==> config.mk <==
export PLATFORM = sky130hd
export DESIGN_NAME = tmce_queue
export DESIGN_NICKNAME = d
export VERILOG_FILES = /design/src/rtl/tmce_pkg.sv /design/src/rtl/tmce_queue.sv
export SDC_FILE = /design/constraint.sdc
export NUM_CORES = 1
export LEC_CHECK = 0
export BUFFER_PORTS_ARGS = -buffer_cell sky130_fd_sc_hd__buf_4
export CORE_MARGIN = 2
export CORE_UTILIZATION = 46
export CTS_CLUSTER_DIAMETER = 80
export DETAILED_ROUTE_END_ITERATION = 16
export GPL_ROUTABILITY_DRIVEN = 0
export PLACE_DENSITY = 0.71
export SYNTH_ARGS = -nofsm -noshare
export SYNTH_HDL_FRONTEND = slang
export SYNTH_SLANG_ARGS = --single-unit
export TNS_END_PERCENT = 10
==> constraint.sdc <==
create_clock -name clk -period 2.1 [get_ports clk]
set_clock_uncertainty 0.2 [all_clocks]
set_input_delay 0.21 -clock clk [delete_from_list [all_inputs] [get_ports clk]]
set_output_delay 0.21 -clock clk [all_outputs]
set_load 0.02 [all_outputs]
==> src/rtl/tmce_pkg.sv <==
// ----------------------------------------------------------------------------
// tmce_pkg: shared types and constants of the text console engine
// Request and result payloads, the decoded command passed from the front end
// to the back end, configuration codes and the back end state encoding.
// ----------------------------------------------------------------------------
package tmce_pkg;

  // Request modes.
  localparam logic [1:0] MODE_PUT   = 2'd0;
  localparam logic [1:0] MODE_MOVE  = 2'd1;
  localparam logic [1:0] MODE_CLEAR = 2'd2;
  localparam logic [1:0] MODE_READ  = 2'd3;

  // Control characters handled by put-character requests.
  localparam logic [7:0] CH_BS  = 8'h08;
  localparam logic [7:0] CH_TAB = 8'h09;
  localparam logic [7:0] CH_LF  = 8'h0A;
  localparam logic [7:0] CH_FF  = 8'h0C;
  localparam logic [7:0] CH_CR  = 8'h0D;

  // Configuration register indexes.
  localparam logic [1:0] CFG_FG    = 2'd0;
  localparam logic [1:0] CFG_BG    = 2'd1;
  localparam logic [1:0] CFG_LEFT  = 2'd2;
  localparam logic [1:0] CFG_RIGHT = 2'd3;

  localparam int CELL_W = 16;

  // Command queue depth; must be a power of two so the pointers wrap freely.
  localparam int QDEPTH = 2;
  localparam int QAW    = $clog2(QDEPTH);

  typedef struct packed {
    logic [1:0] mode;
    logic [7:0] char_code;
    logic [6:0] target_col;
    logic [4:0] target_row;
  } req_t;

  typedef struct packed {
    logic [6:0]  cursor_col;
    logic [4:0]  cursor_row;
    logic [10:0] cursor_linear;
    logic        scrolled;
    logic [7:0]  cell_char;
    logic [7:0]  cell_color;
  } rsp_t;

  typedef struct packed {
    logic [3:0] fg_color;
    logic [3:0] bg_color;
    logic [6:0] left_margin;
    logic [6:0] right_margin;
  } cfg_t;

  localparam cfg_t CFG_RESET = '{
    fg_color:     4'd7,
    bg_color:     4'd0,
    left_margin:  7'd0,
    right_margin: 7'd80
  };

  typedef enum logic [3:0] {
    OP_PUT,
    OP_NEWLINE,
    OP_RETURN,
    OP_FORMFEED,
    OP_TAB,
    OP_BACKSPACE,
    OP_MOVE,
    OP_CLEAR,
    OP_READ
  } op_t;

  typedef struct packed {
    op_t        op;
    logic [7:0] char_code;
    logic [6:0] target_col;
    logic [4:0] target_row;
  } cmd_t;

  typedef struct packed {
    logic full;
    logic empty;
  } q_status_t;

  typedef struct packed {
    logic ready;
  } back_status_t;

  typedef enum logic [2:0] {
    ST_INIT,
    ST_IDLE,
    ST_EXEC,
    ST_SCROLL,
    ST_BLANK,
    ST_FILL,
    ST_REPORT
  } back_state_t;

endpackage

==> src/rtl/tmce_queue.sv <==
// ----------------------------------------------------------------------------
// tmce_queue: command queue between front end and back end
// A short FIFO of decoded commands so that intake and execution stall
// independently.
// ----------------------------------------------------------------------------
module tmce_queue import tmce_pkg::*; (
  input  logic      clk,
  input  logic      rst,
  input  cmd_t      push_cmd,
  input  logic      push,
  input  logic      pop,
  output cmd_t      head,
  output q_status_t status
);

  cmd_t           entries [QDEPTH];
  logic [QAW-1:0] wr_ptr;
  logic [QAW-1:0] rd_ptr;
  logic [QAW:0]   count;

  assign head         = entries[rd_ptr];
  assign status.full  = (count == (QAW+1)'(QDEPTH));
  assign status.empty = (count == '0);

  always_ff @(posedge clk) begin
    if (rst) begin
      wr_ptr <= '0;
      rd_ptr <= '0;
      count  <= '0;
    end else begin
      if (push) begin
        wr_ptr <= wr_ptr + QAW'(1);
      end
      if (pop) begin
        rd_ptr <= rd_ptr + QAW'(1);
      end
      if (push && !pop) begin
        count <= count + (QAW+1)'(1);
      end else if (pop && !push) begin
        count <= count - (QAW+1)'(1);
      end
    end
  end

  always_ff @(posedge clk) begin
    if (push) begin
      entries[wr_ptr] <= push_cmd;
    end
  end

endmodule

## Word level (Yosys, flattened, before mapping)

Memories as Yosys holds them, arrays and structs flattened. A register that Yosys moved wholly into a read port is not among the register bits.
Cells that the tools add are included.

- Mux-type cells: 6
- Reductions and logical operators: 6
- Add/sub/neg operators: 4
- Equality and inequality tests: 1

Operators by type and width:

| kind | number |
|---|---|
| 1-bit two-way mux | 4 |
| 2-bit two-way mux | 2 |
| 1-bit adder, second input constant | 2 |
| 2-bit by 1-bit adder with 2-bit output, second input constant | 1 |
| 2-bit == test, second input constant | 1 |
| 1-bit logical AND | 2 |
| 1-bit logical NOT | 2 |
| 2-bit logical NOT | 1 |
| 2-bit nonzero test | 1 |
| 2-bit by 1-bit subtractor with 2-bit output, second input constant | 1 |

- Flip-flop bits (word level): 4
- Logic and storage cells: 21
- RAM bits: 48
- Memories kept: 1
- Output and inout port bits: 26
- Bits of input ports: 28

Memories:

| name | depth | width | read ports | clocked after memory_dff | write ports | line | source |
|---|---|---|---|---|---|---|---|
| entries | 2 | 24 | 1 | 1 | 1 | tmce_queue.sv:16 | `cmd_t entries [QDEPTH];` |

## Logic depth before layout (Yosys ltp)

- Depth in word-level cells: 4
- Depth in mapped cells: 5
- Gate-level depth less buffers: 5

## Worst setup path after synthesis

OpenSTA, ideal clock, no wires.

- Kind: reg2reg
- Start point: reg wr_ptr
- End point: mem entries[0][0] (netlist bit) (enable)
- Arrival: 1.416 ns
- Path buffers: 0
- Stages on the path, launching flop included: 2
- Data required time: 1.492 ns
- Library setup time: 0.408 ns
- Setup slack: 0.076 ns
- Clock period less this slack: 2.024 ns
- Path through: dfxtp_1 > nor2b_1

RTL lines:

| element | line | source |
|---|---|---|
| from (decl) | tmce_queue.sv:17 | `logic [QAW-1:0] wr_ptr;` |
| from (signal assigned) | tmce_queue.sv:32 | `wr_ptr <= wr_ptr + QAW'(1);` |
| to (decl) | tmce_queue.sv:16 |  |

Straight into the memory's write port.

==> metrics.md <==
| Metric | Value |
|---|---|
| Crit-path max FO | `12` |
| Met1 global-route usage | `15.9%` |
| Min Hold Slack | `9.42 ps` |
| Global route overflow | `0` |
| Leakage | `1.07 nW` |
| Die Y | `68.9 um` |
| Arr. time, crit path | `around 1400 ps` |
| Syn nets | `126` |
| Hold path depth | `3` |
| Max_cap viols | `0` |
| Final setup fails | `0` |
| Area delta synth->final | `42.8%` |
| Syn Inst Count | `97` |
| R2r startpoint | `wr_ptr` |
| Final period util | `85.3%` |
| Most used cell, CP | `buf_4` |
| CP required | `between 1500 and 2000 ps` |
| Port Buffers | `53` |
| Register area share after synthesis | `79.5%` |
| CP bufs+invs | `2` |
| Crit-path slowest cell | `mux2_2` |
| Global routing usage on met2 | `approximately 29%` |
| Total power | `between 2 and 2.5 mW` |
| CTS Buf Count | `5` |
| Fin. max-slew vios | `0` |
| Pwr Density | `approximately 790 mW/mm^2` |
| Synthesis-stage register bit count | `53` |
| Synth async-reset ratio | `0%` |
| Detailed placement HPWL | `roughly 2400 um` |
| Layout cell share with drive strength beyond 1 | `between 40% and 50%` |
| Worst setup path endpoint | `head[12]` |
| Status | `finished clean` |
| Post-synth EDFFs | `48` |
| Critical path's largest stage delay | `~360 ps` |
| Peak VDD IR | `approximately 570 uV` |
| Worst Max-Slew Pin Slew | `approximately 170 ps` |
| Clock sinks | `53` |
| RSZ-0062 raised after global routing | `no` |
| Worst hold path class | `in -> reg` |
| Detailed Routing Iterations Pass 1 | `4` |
| First-pass GRT wire length | `5060 um` |
| Total die area | `between 0.004 and 0.005 mm^2` |
| R2R depth | `2` |
| Vias/cell | `4.75` |
| Cell area after synthesis | `roughly 0.0019 mm^2` |
| Initial Utilization | `between 40 and 50%` |
| Post-route minimum period | `approximately 1800 ps` |
| Max Fclk | `roughly 560 MHz` |
| Final Hold Viols | `0` |
| Final instance area | `roughly 0.0028 mm^2` |
| Dominant synthesized flop cell | `edfxtp_1` |
| Synth cell types | `16` |
| Largest net degree at the start of global routing | `16` |
| Ys Warns | `0` |
| R2R Path End | `entries[1][9]` |
| Levels on crit path | `3` |
| Core area | `between 0.004 and 0.005 mm^2` |
| Initial drt markers | `between 90 and 100` |
| Total Wirelength | `~3500 um` |
| Yosys top cell area share | `74.3%` |
| Clock buffer depth | `2` |
| Setup TNS | `0 ps` |
| CP Capture Type | `output port` |
| Row cnt | `23` |
| Drt wl/cell | `14.6 um` |
| H-tree Lvls | `2` |
| GRT busiest layer | `met2` |
| CTS Hold Bufs | `26` |
| DRC | `0` |
| CTS root buffer | `clkbuf_8` |
| Overall routing resource usage | `~16%` |
| Die X | `slightly below 70 um` |
| Post-CTS setup repair buffer count | `0` |
| Synth area leaders | `edfxtp_1, mux2_2, dfxtp_1` |
| CTS tree | `done` |
| Count leader, synth | `edfxtp_1` |
| N_diodes | `0` |
| Top cells by count, synth | `edfxtp_1, mux2_2, dfxtp_1, nor2_1` |
| Initial antenna violation count | `0` |
| Synthesized area per cell | `about 20 um^2` |
| Worst Setup Start Kind | `register` |
| CP Cell Sequence | `buf_4, mux2_2, buf_4` |
| Fillers | `slightly below 300` |
| Vias in the first global route | `approximately 1100` |
| Detail Route Antenna Nets | `0` |
| Flop-to-flop setup slack | `a little over 800 ps` |
| Ports | `54` |
| Clock-pin slew on the worst setup and hold paths | `~90 ps` |
| Vias | `~1100` |
| Post_cts resized | `0` |
| Layout Nets | `between 200 and 250` |
| Clock insertion delay at the later pin of the skew report | `290 ps` |
| Final core area utilization | `between 60% and 70%` |
| Max-slew headroom | `about nine tenths` |
| Crit-path leading delay family | `buffers and inverters` |
| Placed inst area | `approximately 0.0024 mm^2` |
| Cell taking the most area after synthesis | `edfxtp_1` |
| GR Util met3 | `under 10%` |
| Setup CP Type | `reg -> out` |
-- worst register-to-register path, delay by kind of cell, from the launching register on --
kind          cells  cell delay [ps]
flops             1              390
buf+inv           1              220
simple gates      1              170
-- routing by layer --
metal	vias to the layer above	wire (um)	part of all wire, %
li1	543	-	-
met1	539	1370	40
met2	37	1880	54
met3	6	165	4.8
met4	0	51	1.5
met5	-	0	0
-- where the power goes --
part	switching, mW	internal (mW)	leakage [nW]
logic	0.194	0.213	0.537
clock network	0.288	0.234	0.0422
registers	0.0218	1.22	0.492
-- through the flow --
step | setup WS [ps] | std cells
floorplan | 76.3 | 97
global placement | 660 | 203
global route | 233 | 237
finish | 309 | 237
detailed placement | 622 | 203
CTS | 283 | 237
-- cell usage in the layout (no fill, tap or decap), types with 2 or more instances in the layout --
master / count
buf_4: 59
nor2_1: 5
clkbuf_8: 5
mux2_2: 24
clkbuf_1: 2
dlygate4sd3_1: 26
xnor2_1: 2
edfxtp_1: 48
xor2_1: 2
dfxtp_1: 5
-- registers in the layout, summed over array words and instances, names as in the netlist, named ones only --
signal	flops
count	2
entries	48
rd_ptr	1
wr_ptr	1
-- worst min path at each step --
| stage | from | endpoint | slack, ps |
|---|---|---|---|
| floorplan | rst | count[1] | 80 |
| global placement | push_cmd[15] | entries[0][15] | 200 |
| detailed placement | push_cmd[18] | entries[1][18] | 200 |
| CTS | push | wr_ptr | 10 |
| global route | push | wr_ptr | 10 |
| finish | push | wr_ptr | 9 |
-- cells by family after synthesis --
| family | count (synthesis) | synth area share (%) |
|---|---|---|
| simple gates | 9 | 2.39 |
| fa+ha+maj | 1 | 0.645 |
| compound gates | 2 | 0.516 |
| mux | 24 | 13.9 |
| buf+inv | 4 | 1.23 |
| flops | 53 | 79.5 |
| xor+xnor | 4 | 1.81 |
-- layout make-up --
| type | count | area, um^2 | share of cell area [%] |
|---|---|---|---|
| well taps | 50 | 62.6 | 2.26 |
| flip-flops and latches | 53 | 1540 | 55.7 |
| inverters | 1 | 3.75 | 0.136 |
| repair buffers | 85 | 703 | 25.4 |
| clock buffers | 7 | 76.3 | 2.76 |
| clock inverters | 1 | 5.00 | 0.181 |
| multi-input cells | 40 | 377 | 13.6 |
(Power assumes the default switching activity.)
