`src/rtl/tmce_pkg.sv`:
```
// ----------------------------------------------------------------------------
// tmce_pkg: shared types and constants of the text console engine
// Request and result payloads, the decoded command passed from the front end
// to the back end, configuration codes and the back end state encoding.
// ----------------------------------------------------------------------------
package tmce_pkg;

  // Request modes.
  localparam logic [1:0] MODE_PUT   = 2'd0;
  localparam logic [1:0] MODE_MOVE  = 2'd1;
  localparam logic [1:0] MODE_CLEAR = 2'd2;
  localparam logic [1:0] MODE_READ  = 2'd3;

  // Control characters handled by put-character requests.
  localparam logic [7:0] CH_BS  = 8'h08;
  localparam logic [7:0] CH_TAB = 8'h09;
  localparam logic [7:0] CH_LF  = 8'h0A;
  localparam logic [7:0] CH_FF  = 8'h0C;
  localparam logic [7:0] CH_CR  = 8'h0D;

  // Configuration register indexes.
  localparam logic [1:0] CFG_FG    = 2'd0;
  localparam logic [1:0] CFG_BG    = 2'd1;
  localparam logic [1:0] CFG_LEFT  = 2'd2;
  localparam logic [1:0] CFG_RIGHT = 2'd3;

  localparam int CELL_W = 16;

  // Command queue depth; must be a power of two so the pointers wrap freely.
  localparam int QDEPTH = 2;
  localparam int QAW    = $clog2(QDEPTH);

  typedef struct packed {
    logic [1:0] mode;
    logic [7:0] char_code;
    logic [6:0] target_col;
    logic [4:0] target_row;
  } req_t;

  typedef struct packed {
    logic [6:0]  cursor_col;
    logic [4:0]  cursor_row;
    logic [10:0] cursor_linear;
    logic        scrolled;
    logic [7:0]  cell_char;
    logic [7:0]  cell_color;
  } rsp_t;

  typedef struct packed {
    logic [3:0] fg_color;
    logic [3:0] bg_color;
    logic [6:0] left_margin;
    logic [6:0] right_margin;
  } cfg_t;

  localparam cfg_t CFG_RESET = '{
    fg_color:     4'd7,
    bg_color:     4'd0,
    left_margin:  7'd0,
    right_margin: 7'd80
  };

  typedef enum logic [3:0] {
    OP_PUT,
    OP_NEWLINE,
    OP_RETURN,
    OP_FORMFEED,
    OP_TAB,
    OP_BACKSPACE,
    OP_MOVE,
    OP_CLEAR,
    OP_READ
  } op_t;

  typedef struct packed {
    op_t        op;
    logic [7:0] char_code;
    logic [6:0] target_col;
    logic [4:0] target_row;
  } cmd_t;

  typedef struct packed {
    logic full;
    logic empty;
  } q_status_t;

  typedef struct packed {
    logic ready;
  } back_status_t;

  typedef enum logic [2:0] {
    ST_INIT,
    ST_IDLE,
    ST_EXEC,
    ST_SCROLL,
    ST_BLANK,
    ST_FILL,
    ST_REPORT
  } back_state_t;

endpackage

```
`src/rtl/tmce_front.sv`:
```
// ----------------------------------------------------------------------------
// tmce_front: request intake and classification
// Accepts requests while the queue has room and the screen is initialized,
// and turns each one into a decoded command for the back end.
// ----------------------------------------------------------------------------
module tmce_front import tmce_pkg::*; (
  input  req_t         req,
  input  logic         req_valid,
  output logic         req_ready,
  input  q_status_t    q_status,
  input  back_status_t back_status,
  output cmd_t         q_cmd,
  output logic         q_push
);

  assign req_ready = !q_status.full && back_status.ready;
  assign q_push    = req_valid && req_ready;

  always_comb begin
    q_cmd.char_code  = req.char_code;
    q_cmd.target_col = req.target_col;
    q_cmd.target_row = req.target_row;
    unique case (req.mode)
      MODE_PUT: begin
        unique case (req.char_code)
          CH_LF:   q_cmd.op = OP_NEWLINE;
          CH_CR:   q_cmd.op = OP_RETURN;
          CH_FF:   q_cmd.op = OP_FORMFEED;
          CH_TAB:  q_cmd.op = OP_TAB;
          CH_BS:   q_cmd.op = OP_BACKSPACE;
          default: q_cmd.op = OP_PUT;
        endcase
      end
      MODE_MOVE:  q_cmd.op = OP_MOVE;
      MODE_CLEAR: q_cmd.op = OP_CLEAR;
      MODE_READ:  q_cmd.op = OP_READ;
      default:    q_cmd.op = OP_READ;
    endcase
  end

endmodule

```
`config.mk`:
```
export PLATFORM = sky130hd
export DESIGN_NAME = tmce_front
export DESIGN_NICKNAME = d
export VERILOG_FILES = /design/src/rtl/tmce_pkg.sv /design/src/rtl/tmce_front.sv
export SDC_FILE = /design/constraint.sdc
export NUM_CORES = 1
export LEC_CHECK = 0
export ABC_AREA = 1
export ABC_CLOCK_PERIOD_IN_PS = 1500
export BUFFER_PORTS_ARGS = -buffer_cell sky130_fd_sc_hd__buf_2
export CORE_AREA = 5 5 42 44
export DETAILED_ROUTE_END_ITERATION = 16
export DIE_AREA = 0 0 47 49
export PLACE_DENSITY = 0.7
export SYNTH_ARGS = -nofsm -noshare
export SYNTH_HDL_FRONTEND = slang
export SYNTH_SLANG_ARGS = --single-unit
```
`constraint.sdc`:
```
create_clock -name vclk -period 1.5
set_input_delay 0.45 -clock vclk [all_inputs]
set_output_delay 0.45 -clock vclk [all_outputs]
set_load 0.05 [all_outputs]
```
Word-level counts from Yosys, hierarchy flattened
Index checks and enable logic that the tools add are counted.
{"block": "classes", "eq_ne": 8, "mux": 2, "reduce_logical": 4}
{"op": "8-bit by 4-bit equality test with 1-bit output (second input constant)", "n": 5}
{"op": "4-bit one-hot mux with 4 select lines", "n": 1}
{"op": "3-bit one-hot mux with 5 select lines", "n": 1}
{"op": "2-bit equality test (second input constant)", "n": 2}
{"op": "2-bit by 1-bit equality test with 1-bit output (second input constant)", "n": 1}
{"op": "1-bit logical AND", "n": 2}
{"op": "2-bit zero test", "n": 1}
{"op": "1-bit zero test", "n": 1}
{"block": "totals", "reg_bits": 0, "inputBits": 26, "output_inout_bits": 26}

Logic depth before layout (Yosys ltp)
Gate-level depths: netlist of the first run.
{"block": "depth", "depth_word": 3, "mapped_depth": 7}

Worst setup path before layout of the first run
No wires, ideal clock.
{"block": "synth_path", "path_kind": "in2out", "start": "input port back_status", "end": "output port q_push", "arrival_ns": 1.632, "required_time_ns": 1.050, "setup_slack_ns": -0.582, "path_stages": 2, "path_buffers": 0, "path_cell_list": "inv_1 -> nor3b_1"}
{"block": "synth_via", "elab_chain_len": 2}
{"element": "start: declaration", "line": "tmce_front.sv:11", "rtl": "input back_status_t back_status,"}
{"element": "1-bit logical AND", "line": "tmce_front.sv:16", "rtl": "assign req_ready = !q_status.full && back_status.ready;"}
{"element": "1-bit logical AND", "line": "tmce_front.sv:17", "rtl": "assign q_push = req_valid && req_ready;"}
{"element": "end: declaration", "line": "tmce_front.sv:13", "rtl": "output logic q_push"}
Every way passes these cells.

==> impl_table.tex, run 1 <==
\begin{tabular}{lr}
\hline
Metric & Value \\
\hline
\multicolumn{2}{l}{\textbf{Outcome}} \\
\quad Result of the run & finished with violations \\
\quad Failing checks & setup timing \\
\multicolumn{2}{l}{\textbf{Finish}} \\
\quad Net count reported at finish & 94 \\
\quad Final core utilization & 38.93\% \\
\quad Layout overhead on the synthesized area & 72.33\% \\
\quad Share of post-route cells with drive strength above 1 & 92.06\% \\
\quad Antenna cells & 0 \\
\quad Clock buffers & 0 \\
\quad Post-layout instance count excluding filler cells & 79 \\
\quad Register Area & 0 um\^{}2 \\
\quad Sequential cells & 0 \\
\quad Design Area, Final & 545.5 um\^{}2 \\
\multicolumn{2}{l}{\textbf{Floorplanning}} \\
\quad IO Count & 52 \\
\quad Initial standard-cell utilization of the core & 22.59\% \\
\quad Die footprint & 0.002303 mm\^{}2 \\
\quad Site Rows & 14 \\
\quad Die boundary width & 47 um \\
\quad Vertical extent of the die & 49 um \\
\quad Core Region & 0.001401 mm\^{}2 \\
\multicolumn{2}{l}{\textbf{Logic synthesis}} \\
\quad Share of the yosys chip area belonging to registers & 0\% \\
\quad Largest cells by area after synthesis & sky130\_fd\_sc\_hd\_\_buf\_4 47\%, sky130\_fd\_sc\_hd\_\_ha\_1 12\%, sky130\_fd\_sc\_hd\_\_nand2\_1 12\% \\
\quad Number of distinct standard cells referenced by the synthesized netlist & 11 \\
\quad Synth Instances & 51 \\
\quad Mean post-synth cell area & 6.207 um\^{}2 \\
\quad Ys Warns & 0 \\
\quad Post-synth top area share & 47.43\% \\
\quad Syn nets & 80 \\
\quad Most frequent cell after synthesis & sky130\_fd\_sc\_hd\_\_buf\_4 \\
\quad Most numerous cell types in the synthesized netlist & 20 x sky130\_fd\_sc\_hd\_\_buf\_4, 10 x sky130\_fd\_sc\_hd\_\_nand2\_1, 7 x sky130\_fd\_sc\_hd\_\_inv\_1 \\
\quad Cell accounting for the most synthesized area & sky130\_fd\_sc\_hd\_\_buf\_4 \\
\quad Post-synthesis instance area & 316.6 um\^{}2 \\
\multicolumn{2}{l}{\textbf{Detailed routing}} \\
\quad Initial detailed-routing violation count & 0 \\
\quad Via Count & 333 \\
\quad Post-route DRC violation count & 0 \\
\quad Routed length per placed instance & 10.43 um \\
\quad Overall routed net length & 824 um \\
\quad Antenna Violating Nets Remaining & 0 \\
\quad TritonRoute pass-1 iters & 1 \\
\quad DR vias/cell & 4.215 \\
\multicolumn{2}{l}{\textbf{Power and ir drop}} \\
\quad Pwr Density & 406.9 mW/mm\^{}2 \\
\quad PnR Total Power & 0.2220 mW \\
\quad Sw Pwr & 0.1364 mW \\
\quad Fraction of power consumed by sequential logic & 0\% \\
\quad Logic pwr share & 100.0\% \\
\quad Switching Fraction & 61.44\% \\
\quad Clock share of power & 0\% \\
\quad Internal Pwr Total & 0.08560 mW \\
\quad P\_leak & 0.2721 nW \\
\quad Worst voltage drop across the vdd grid & 0.2139 mV \\
\multicolumn{2}{l}{\textbf{STA}} \\
\quad Measured slew at the worst slew-check pin & 0.2544 ns \\
\quad Worst slew slack as a fraction of its limit & 83.16\% \\
\quad F\_max & 613.1 MHz \\
\quad Unrepaired setup endpoints after global routing & true \\
\quad Final count of hold timing violations & 0 \\
\quad Min setup slack post-route & -0.1310 ns \\
\quad Sum of negative setup slack & -0.3616 ns \\
\quad Setup Viol. Count Final & 3 \\
\quad Min Clock Period, post-route & 1.631 ns \\
\quad Final Cycle Share & 108.7\% \\
\quad Number of max-slew violations in the final report & 0 \\
\multicolumn{2}{l}{\textbf{Global route}} \\
\quad Global route total overflow & 0 \\
\quad Aggregate global-route resource usage & 7.228\% \\
\quad Number of global-route vias before repair & 355 \\
\quad Maximum number of pins on one net before global-route repair & 5 \\
\quad Antenna violations before repair & 0 \\
\quad Global-route wire length before repair & 1331 um \\
\multicolumn{2}{l}{\textbf{Hold path}} \\
\quad Worst-case hold path end point & q\_cmd[0] \\
\quad Type of the worst min-delay path & in -> out \\
\quad Startpoint of the lowest-slack hold path & req[0] \\
\quad Worst Hold Path Cells & 0 \\
\multicolumn{2}{l}{\textbf{Worst setup path}} \\
\quad Worst-path cell with the longest stage delay & sky130\_fd\_sc\_hd\_\_and3\_4 \\
\quad Chain of cells forming the critical path & buf\_6 > nor2\_4 > and3\_4 > nand3\_4 > nand2\_4 > buf\_8 \\
\quad Crit path launch type & primary input \\
\quad Critical Path End Type & output port \\
\quad Worst Path Buf+Inv & 2 \\
\quad Worst EP required & 1.05 ns \\
\quad Critical Setup Path Class & in -> out \\
\quad Crit-path leading delay family & simple AND/OR/NAND/NOR gates \\
\quad Data arrival at the endpoint of the critical path & 1.18 ns \\
\quad Critical Path Fanout Max & 3 \\
\quad Largest stage delay, worst path & 0.23 ns \\
\multicolumn{2}{l}{\textbf{Place}} \\
\quad Area after detailed placement & 389.1 um\^{}2 \\
\quad Number of buffers added on ports & 27 \\
\quad Dpl hpwl & 659.8 um \\
\quad Cell total after placement & 79 \\
\quad RD Place Congestion & 0.5848 \\
\multicolumn{2}{l}{\textbf{CTS}} \\
\quad Number of hold buffers added after cts & 0 \\
\quad Number of buffers inserted by post-CTS setup repair & 0 \\
\multicolumn{2}{l}{\textbf{Flow run}} \\
\quad \# Max-Cap Violations & 0 \\
\hline
\end{tabular}
-- power groups by stage --
| stage | combinational (mW) | sequential (mW) | clock, mW |
|---|---|---|---|
| after floorplan | 0.217 | 0 | 0 |
| after global placement | 0.168 | 0 | 0 |
| after detailed placement | 0.170 | 0 | 0 |
| after CTS | 0.219 | 0 | 0 |
| after global routing | 0.235 | 0 | 0 |
| final | 0.222 | 0 | 0 |
-- what timing repair did --
item,4_1_cts,5_1_grt
resized for setup,34,7
pin swaps,12,6
setup endpoints to repair,4,4
-- worst max path at each step --
stage	start	endpoint	cells past startpoint
4_1_cts	req[15]	q_cmd[21]	7
5_1_grt	req[18]	q_cmd[22]	6
6_report	req[18]	q_cmd[22]	6
2_1_floorplan	back_status	q_push	2
3_3_place_gp	req[17]	q_cmd[22]	6
3_5_place_dp	req[19]	q_cmd[22]	6
-- cells in the final DEF (no fill, tap or decap) --
master                    netlist  final
sky130_fd_sc_hd__nor2_2         4      1
sky130_fd_sc_hd__nand2_4        0      4
sky130_fd_sc_hd__nand2_1       10      1
sky130_fd_sc_hd__buf_2          0     17
sky130_fd_sc_hd__nor3b_2        0      1
sky130_fd_sc_hd__buf_8          0      3
sky130_fd_sc_hd__and2_4         0      1
sky130_fd_sc_hd__and3_4         0      1
sky130_fd_sc_hd__inv_2          0      5
sky130_fd_sc_hd__inv_1          7      2
sky130_fd_sc_hd__nand2_2        0      5
sky130_fd_sc_hd__ha_4           0      1
sky130_fd_sc_hd__nor2_1         1      1
sky130_fd_sc_hd__buf_4         20      5
sky130_fd_sc_hd__nand3_4        0      2
sky130_fd_sc_hd__ha_2           0      2
sky130_fd_sc_hd__buf_6          0      7
sky130_fd_sc_hd__nor2_4         0      3
sky130_fd_sc_hd__nand4_1        1      1
-- routing by layer --
| metal | GRT usage [%] | vias up | share of wire [%] |
|---|---|---|---|
| li1 | - | 158 | - |
| met1 | 6.522 | 151 | 29 |
| met2 | 14.71 | 20 | 50 |
| met3 | 1.845 | 4 | 19 |
| met4 | 1.382 | 0 | 1.7 |
| met5 | 0 | - | 0 |
-- through the flow --
step / worst slack (ns) / hold WS [ns]
2_1_floorplan: -0.09499 / 1.002
3_3_place_gp: -0.2863 / 0.9003
4_1_cts: -0.1329 / 0.9003
5_1_grt: -0.1737 / 0.9001
6_report: -0.1310 / 0.9000
3_5_place_dp: -0.2946 / 0.9003
-- final cells by class --
cell class / instances / area, um^2
tap: 16 / 20.02
fill: 156 / 855.8
timing repair buffer: 32 / 246.5
multi-input combinational: 24 / 252.7
inverter: 7 / 26.28
-- kinds of logic (layout without fill, tap and decap cells) --
group,after synthesis,after routing,synth area share [%]
adder cells (fa/ha/maj),3,3,11.86
buffers and inverters,27,39,55.73
AND/OR/NAND/NOR,21,21,32.41
Power figures use the tool's default switching activity.
==> run 2: changes to the inputs <==
--- a/config.mk
+++ b/config.mk
@@ -5,13 +5,13 @@
 export SDC_FILE = /design/constraint.sdc
 export NUM_CORES = 1
 export LEC_CHECK = 0
-export ABC_AREA = 1
+export ABC_AREA = 0
 export ABC_CLOCK_PERIOD_IN_PS = 1500
 export BUFFER_PORTS_ARGS = -buffer_cell sky130_fd_sc_hd__buf_2
 export CORE_AREA = 5 5 42 44
 export DETAILED_ROUTE_END_ITERATION = 16
 export DIE_AREA = 0 0 47 49
-export PLACE_DENSITY = 0.7
+export PLACE_DENSITY = 0.67
 export SYNTH_ARGS = -nofsm -noshare
 export SYNTH_HDL_FRONTEND = slang
 export SYNTH_SLANG_ARGS = --single-unit
==> run 2 against run 1 <==
  * The run still ends with setup timing left
  * Highest routed layer is now met3
  * Total power fell by 7.9%
  * First-iteration DRC count unchanged
  * Final area shrank 16%
  * Critical path depth unchanged
  * Flip-flop and latch count is the same
  * Maximum frequency decreased by 24%
  * Largest cell class is now buffers
==> impl_table.tex, run 2 <==
\begin{tabular}{lr}
\hline
Metric & Value \\
\hline
\multicolumn{2}{l}{\textbf{Finish}} \\
\quad Antenna cells & 0 (unchanged) \\
\quad Sequential cells & 0 (unchanged) \\
\quad Net count reported at finish & 78 (-17\%) \\
\quad Layout overhead on the synthesized area & 66.36\% \\
\quad Post-layout instance count excluding filler cells & 63 (-20\%) \\
\quad Leading cell type in the layout, fill and taps excluded & sky130\_fd\_sc\_hd\_\_buf\_2 \\
\quad Share of post-route cells with drive strength above 1 & 85.11\% (-7.0 points) \\
\quad Register Area & 0 um\^{}2 (unchanged) \\
\quad Clock buffers & 0 (unchanged) \\
\quad Commonest non-fill, non-tap cells in the layout & 20 x sky130\_fd\_sc\_hd\_\_buf\_2, 5 x sky130\_fd\_sc\_hd\_\_buf\_6, 4 x sky130\_fd\_sc\_hd\_\_buf\_4 \\
\multicolumn{2}{l}{\textbf{Logic synthesis}} \\
\quad Most frequent cell after synthesis & sky130\_fd\_sc\_hd\_\_buf\_4 \\
\quad Post-synth top area share & 54.55\% (+7.1 points) \\
\quad Syn nets & 65 (-19\%) \\
\quad Post-synthesis instance area & 275.3 um\^{}2 (-13\%) \\
\quad Synth Instances & 36 (-29\%) \\
\quad Most numerous cell types in the synthesized netlist & 20 x sky130\_fd\_sc\_hd\_\_buf\_4, 4 x sky130\_fd\_sc\_hd\_\_inv\_1, 3 x sky130\_fd\_sc\_hd\_\_ha\_1 \\
\quad Number of distinct standard cells referenced by the synthesized netlist & 10 (-1) \\
\quad Cell accounting for the most synthesized area & sky130\_fd\_sc\_hd\_\_buf\_4 \\
\quad Share of the yosys chip area belonging to registers & 0\% (unchanged) \\
\quad Ys Warns & 0 (unchanged) \\
\quad Mean post-synth cell area & 7.646 um\^{}2 (+23\%) \\
\quad Largest cells by area after synthesis & sky130\_fd\_sc\_hd\_\_buf\_4 55\%, sky130\_fd\_sc\_hd\_\_ha\_1 14\%, sky130\_fd\_sc\_hd\_\_o41ai\_1 6.4\% \\
\multicolumn{2}{l}{\textbf{Outcome}} \\
\quad Result of the run & finished with violations \\
\quad Failing checks & setup timing \\
\multicolumn{2}{l}{\textbf{STA}} \\
\quad Number of max-slew violations in the final report & 0 (unchanged) \\
\quad Unrepaired setup endpoints after global routing & true \\
\quad Measured slew at the worst slew-check pin & 0.3120 ns (+0.05760 ns) \\
\quad F\_max & 467.3 MHz (-24\%) \\
\quad Final Cycle Share & 142.7\% (+34 points) \\
\quad Min setup slack post-route & -0.6399 ns (-0.5090 ns) \\
\quad Min Clock Period, post-route & 2.140 ns (+0.5090 ns) \\
\quad Worst slew slack as a fraction of its limit & 79.20\% (-4.0 points) \\
\quad Final count of hold timing violations & 0 (unchanged) \\
\quad Setup Viol. Count Final & 3 (unchanged) \\
\multicolumn{2}{l}{\textbf{Floorplanning}} \\
\quad IO Count & 52 (unchanged) \\
\quad Vertical extent of the die & 49 um (unchanged) \\
\quad Die boundary width & 47 um (unchanged) \\
\quad Site Rows & 14 (unchanged) \\
\quad Core Region & 0.001401 mm\^{}2 (unchanged) \\
\quad Die footprint & 0.002303 mm\^{}2 (unchanged) \\
\quad Initial standard-cell utilization of the core & 19.64\% (-2.9 points) \\
\multicolumn{2}{l}{\textbf{Detailed routing}} \\
\quad DR vias/cell & 3.873 (-8.1\%) \\
\quad Via Count & 244 (-27\%) \\
\quad Overall routed net length & 668 um (-19\%) \\
\quad Post-route DRC violation count & 0 (unchanged) \\
\quad Routed length per placed instance & 10.60 um (+1.7\%) \\
\quad Initial detailed-routing violation count & 0 (unchanged) \\
\quad Antenna Violating Nets Remaining & 0 (unchanged) \\
\quad TritonRoute pass-1 iters & 1 (unchanged) \\
\multicolumn{2}{l}{\textbf{CTS}} \\
\quad Number of hold buffers added after cts & 0 (unchanged) \\
\multicolumn{2}{l}{\textbf{Hold path}} \\
\quad Type of the worst min-delay path & in -> out \\
\multicolumn{2}{l}{\textbf{Place}} \\
\quad RD Place Congestion & 0.6607 (+13\%) \\
\quad Number of buffers added on ports & 27 (unchanged) \\
\quad Dpl hpwl & 626.3 um (-5.1\%) \\
\quad Worst Setup Slack post-DPL & -0.9139 ns (-0.6193 ns) \\
\quad Cell total after placement & 62 (-22\%) \\
\multicolumn{2}{l}{\textbf{Worst setup path}} \\
\quad Critical Setup Path Class & in -> out \\
\quad Critical Path End Type & output port \\
\quad Data arrival at the endpoint of the critical path & 1.69 ns (+0.51 ns) \\
\quad Crit path launch type & primary input \\
\quad Critical Path Fanout Max & 3 (unchanged) \\
\quad Worst EP required & 1.05 ns (about the same) \\
\multicolumn{2}{l}{\textbf{Power and ir drop}} \\
\quad Worst voltage drop across the vdd grid & 0.2193 mV (+2.5\%) \\
\quad Pwr Density & 446.3 mW/mm\^{}2 (+9.7\%) \\
\quad P\_leak & 0.2452 nW (-9.9\%) \\
\multicolumn{2}{l}{\textbf{Global route}} \\
\quad Antenna violations before repair & 0 (unchanged) \\
\quad Number of global-route vias before repair & 232 (-35\%) \\
\quad Global-route wire length before repair & 993 um (-25\%) \\
\quad Aggregate global-route resource usage & 5.474\% (-1.8 points) \\
\quad Maximum number of pins on one net before global-route repair & 5 (unchanged) \\
\quad Global route total overflow & 0 (unchanged) \\
\multicolumn{2}{l}{\textbf{Flow run}} \\
\quad \# Max-Cap Violations & 0 (unchanged) \\
\hline
\end{tabular}
## run 2: logic make-up after synthesis
logic type                 after synthesis  share of synthesized area, %
adders and majority gates                3                         13.64
and+or+nand+nor                          5                         14.09
AOI/OAI and AO/OA                        4                         12.28
buffers and inverters                   24                         60.00
## run 2: per-layer routing
layer,wire length (um),part of all wire (%),up-vias,GRT usage (%)
li1,-,-,119,-
met1,184,28,104,4.783
met2,339,51,21,10.86
met3,145,22,0,2.583
met4,0,0,0,0.4608
met5,0,0,-,0
## run 2: final cells by class
cell class,instances,area [um^2]
fill,156,943.4
timing repair buffer,31,214.0
multi-input combinational,12,188.9
inverter,4,35.03
tap,16,20.02
## run 2: worst max-delay path, cell delays in order
cell and delay, ns:
sky130_fd_sc_hd__buf_12 0.11, sky130_fd_sc_hd__inv_12 0.04, sky130_fd_sc_hd__ha_4 0.11, sky130_fd_sc_hd__or4b_4 0.51, sky130_fd_sc_hd__o41ai_4 0.26, sky130_fd_sc_hd__buf_6 0.21
## run 2: path summary, 6_finish.rpt
check / from / endpoint / slack [ns] / depth (start not counted)
min: req[11] / q_cmd[11] / 0.90 / 0
max: req[21] / q_cmd[22] / -0.64 / 6
## run 2: report_power, final
part	switching, mW	leakage, nW	total (mW)	internal, mW
Clock	0	0	0	0
Sequential	0	0	0	0
Combinational	0.128	0.245	0.204	0.0760
## run 2: per-stage QoR
| step | power [mW] | instance area, um^2 | hold slack [ns] | utilization [%] | setup TNS [ns] |
|---|---|---|---|---|---|
| 6_report | 0.2044 | 457.9 | 0.9000 | 32.68 | -1.872 |
| 2_1_floorplan | 0.2301 | 374.1 | 0.9599 | - | -2.170 |
| 4_1_cts | 0.2017 | 439.2 | 0.9003 | 31.34 | -1.958 |
| 3_5_place_dp | 0.1858 | 401.6 | 0.9003 | 28.66 | -2.590 |
| 5_1_grt | 0.2166 | 457.9 | 0.9001 | 32.68 | -1.998 |
| 3_3_place_gp | 0.1827 | 401.6 | 0.9003 | 28.66 | -2.509 |
## run 2: timing repair
| item | in CTS | in global routing |
|---|---|---|
| pin swaps | 1 | 1 |
| buffers inserted | 0 | 1 |
| setup endpoints to repair | 4 | 5 |
| gates resized for setup | 12 | 3 |
==> run 3: changes to the inputs <==
--- a/config.mk
+++ b/config.mk
@@ -6,8 +6,9 @@
 export NUM_CORES = 1
 export LEC_CHECK = 0
 export ABC_AREA = 0
-export ABC_CLOCK_PERIOD_IN_PS = 1500
+export ABC_CLOCK_PERIOD_IN_PS = 2700
 export BUFFER_PORTS_ARGS = -buffer_cell sky130_fd_sc_hd__buf_2
+export CAP_MARGIN = 20
 export CORE_AREA = 5 5 42 44
 export DETAILED_ROUTE_END_ITERATION = 16
 export DIE_AREA = 0 0 47 49
==> constraint.sdc (replaced) <==
create_clock -name vclk -period 2.7
set_input_delay 0.81 -clock vclk [all_inputs]
set_output_delay 0.81 -clock vclk [all_outputs]
set_load 0.05 [all_outputs]
==> run 3 against run 2 <==
  * The flow still finishes with violations (setup timing)
  * Final area shrank 5.5%
  * Final cell count shrank 1.6%
  * Combinational power shrank 47%
  * Flip-flop and latch count is the same
  * First-iteration DRC count grew 1
  * Wire length grew 4.8%
  * Sequential share of layout area is the same
  * Critical path depth is the same
  * Critical endpoint unchanged
  * Largest power group unchanged
==> impl_table.tex, run 3 (synthesized netlist as in run 2, its figures left out) <==
\begin{tabular}{lr}
\hline
Metric & Value \\
\hline
\multicolumn{2}{l}{\textbf{Detailed routing}} \\
\quad Post-route DRC violation count & 0 (unchanged) \\
\quad DR vias/cell & 4.113 (+6.2\%) \\
\quad Antenna Violating Nets Remaining & 0 (unchanged) \\
\quad Overall routed net length & 700 um (+4.8\%) \\
\quad Initial detailed-routing violation count & 1 (+1) \\
\quad Routed length per placed instance & 11.29 um (+6.5\%) \\
\quad TritonRoute pass-1 iters & 2 (+1) \\
\quad Via Count & 255 (+4.5\%) \\
\multicolumn{2}{l}{\textbf{Outcome}} \\
\quad Result of the run & finished with violations \\
\quad Failing checks & setup timing \\
\multicolumn{2}{l}{\textbf{Place}} \\
\quad RD Place Congestion & 0.6585 (-0.33\%) \\
\quad Dpl hpwl & 626.5 um (about the same) \\
\quad Number of buffers added on ports & 27 (unchanged) \\
\multicolumn{2}{l}{\textbf{Finish}} \\
\quad Multi-input combinational cell area & 181.4 um\^{}2 (-4.0\%) \\
\quad Sequential cells & 0 (unchanged) \\
\quad Layout overhead on the synthesized area & 57.27\% \\
\quad Register Area & 0 um\^{}2 (unchanged) \\
\quad Share of post-route cells with drive strength above 1 & 82.61\% (-2.5 points) \\
\quad Filler cells & 160 (+2.6\%) \\
\quad Clock buffers & 0 (unchanged) \\
\quad Commonest non-fill, non-tap cells in the layout & 22 x sky130\_fd\_sc\_hd\_\_buf\_2, 3 x sky130\_fd\_sc\_hd\_\_buf\_6, 3 x sky130\_fd\_sc\_hd\_\_buf\_4 \\
\quad Leading cell type in the layout, fill and taps excluded & sky130\_fd\_sc\_hd\_\_buf\_2 \\
\quad Antenna cells & 0 (unchanged) \\
\quad Net count reported at finish & 77 (-1.3\%) \\
\multicolumn{2}{l}{\textbf{STA}} \\
\quad Final count of hold timing violations & 0 (unchanged) \\
\quad F\_max & 349.7 MHz \\
\quad Measured slew at the worst slew-check pin & 0.2996 ns (-0.01239 ns) \\
\quad Hold Worst Slack & 1.620 ns (+0.7200 ns) \\
\quad Min Clock Period, post-route & 2.859 ns \\
\quad Unrepaired setup endpoints after global routing & true \\
\quad Final Cycle Share & 105.9\% \\
\quad Setup Viol. Count Final & 3 (unchanged) \\
\quad Number of max-slew violations in the final report & 0 (unchanged) \\
\quad Sum of negative setup slack & -0.4404 ns (+1.432 ns) \\
\quad Worst slew slack as a fraction of its limit & 80.03\% (+0.83 points) \\
\quad Min setup slack post-route & -0.1593 ns (+0.4806 ns) \\
\multicolumn{2}{l}{\textbf{Floorplanning}} \\
\quad Vertical extent of the die & 49 um (unchanged) \\
\quad IO Count & 52 (unchanged) \\
\quad Core Region & 0.001401 mm\^{}2 (unchanged) \\
\quad Die footprint & 0.002303 mm\^{}2 (unchanged) \\
\quad Site Rows & 14 (unchanged) \\
\quad Die boundary width & 47 um (unchanged) \\
\quad Initial standard-cell utilization of the core & 19.64\% (unchanged) \\
\multicolumn{2}{l}{\textbf{Power and ir drop}} \\
\quad Logic pwr share & 100.0\% (about the same) \\
\quad Sw Pwr & 0.07031 mW (-45\%) \\
\quad P\_leak & 0.2328 nW (-5.0\%) \\
\quad Clock share of power & 0\% (unchanged) \\
\quad Worst voltage drop across the vdd grid & 0.08591 mV (-61\%) \\
\quad Internal Pwr Total & 0.03871 mW (-49\%) \\
\quad Switching Fraction & 64.49\% (+1.7 points) \\
\quad PnR Total Power & 0.1090 mW (-47\%) \\
\quad Fraction of power consumed by sequential logic & 0\% (unchanged) \\
\quad Pwr Density & 251.8 mW/mm\^{}2 (-44\%) \\
\multicolumn{2}{l}{\textbf{Global route}} \\
\quad Layer carrying the most global-route usage & met2 \\
\quad Global-route met1 utilization & 5.217\% (+0.43 points) \\
\quad Maximum number of pins on one net before global-route repair & 5 (unchanged) \\
\quad Met2 Use GR & 10.63\% (-0.23 points) \\
\quad Global route total overflow & 0 (unchanged) \\
\quad Number of global-route vias before repair & 226 (-2.6\%) \\
\quad Global-route wire length before repair & 986 um (-0.70\%) \\
\quad Aggregate global-route resource usage & 5.333\% (-0.14 points) \\
\quad Antenna violations before repair & 0 (unchanged) \\
\quad Global routing met3 resource utilization & 1.845\% (-0.74 points) \\
\multicolumn{2}{l}{\textbf{Hold path}} \\
\quad Startpoint of the lowest-slack hold path & req[7] \\
\quad Worst Hold Path Cells & 0 (unchanged) \\
\quad Worst-case hold path end point & q\_cmd[7] \\
\quad Type of the worst min-delay path & in -> out \\
\multicolumn{2}{l}{\textbf{Worst setup path}} \\
\quad Worst-path cell with the longest stage delay & sky130\_fd\_sc\_hd\_\_or4b\_4 \\
\quad Data arrival at the endpoint of the critical path & 2.05 ns (+0.36 ns) \\
\quad Chain of cells forming the critical path & buf\_8 > inv\_8 > ha\_4 > or4b\_4 > o41ai\_4 > buf\_6 \\
\quad Crit path launch type & primary input \\
\quad Crit-path leading delay family & simple AND/OR/NAND/NOR gates \\
\quad Critical Setup Path Class & in -> out \\
\quad Critical Path End Type & output port \\
\quad Worst Path Buf+Inv & 3 (unchanged) \\
\quad Critical Path Fanout Max & 3 (unchanged) \\
\quad Largest stage delay, worst path & 0.51 ns (about the same) \\
\quad Worst EP required & 1.89 ns (+0.84 ns) \\
\multicolumn{2}{l}{\textbf{Flow run}} \\
\quad \# Max-Cap Violations & 0 (unchanged) \\
\multicolumn{2}{l}{\textbf{CTS}} \\
\quad Number of hold buffers added after cts & 0 (unchanged) \\
\hline
\end{tabular}
[run 3: cell type report]
type,instances,share of cell area [%]
well taps,16,4.624
repair buffers,30,45.38
inverters,4,8.092
multi-input cells,12,41.91
[run 3: power by group through the flow]
stage | Combinational, mW | Clock [mW] | Sequential, mW
2_1_floorplan | 0.127 | 0 | 0
3_3_place_gp | 0.0988 | 0 | 0
3_5_place_dp | 0.0997 | 0 | 0
4_1_cts | 0.110 | 0 | 0
5_1_grt | 0.115 | 0 | 0
6_report | 0.109 | 0 | 0
[run 3: worst max-delay path by stage]
stage	depth (start not counted)	end	slack, ns	from
6_report	6	q_cmd[22]	-0.16	req[20]
4_1_cts	6	q_cmd[21]	-0.17	req[20]
2_1_floorplan	4	q_cmd[21]	-0.34	req[21]
5_1_grt	6	q_cmd[21]	-0.21	req[20]
3_3_place_gp	6	q_cmd[21]	-0.41	req[21]
3_5_place_dp	6	q_cmd[21]	-0.43	req[21]
[run 3: through the flow]
step                cell area [um^2]  worst slack, ns  instances  util, %
floorplan                      366.6          -0.3402         36        -
global placement               386.6          -0.4112         61    27.59
detailed placement             386.6          -0.4304         61    27.59
CTS                            432.9          -0.1714         62    30.89
global route                   432.9          -0.2103         62    30.89
finish                         432.9          -0.1593         62    30.89
[run 3: repair_timing]
| item | CTS | global route |
|---|---|---|
| buffers inserted | 1 | 0 |
| setup endpoints to repair | 3 | 3 |
| gates resized for setup | 12 | 0 |
| pin swaps | 3 | 0 |
[run 3: routing by layer]
| layer | vias up | share of wire [%] | wire length [um] |
|---|---|---|---|
| met5 | - | 0 | 0 |
| met4 | 0 | 0 | 0 |
| met3 | 0 | 18 | 127 |
| met2 | 23 | 52 | 362 |
| met1 | 113 | 30 | 210 |
| li1 | 119 | - | - |
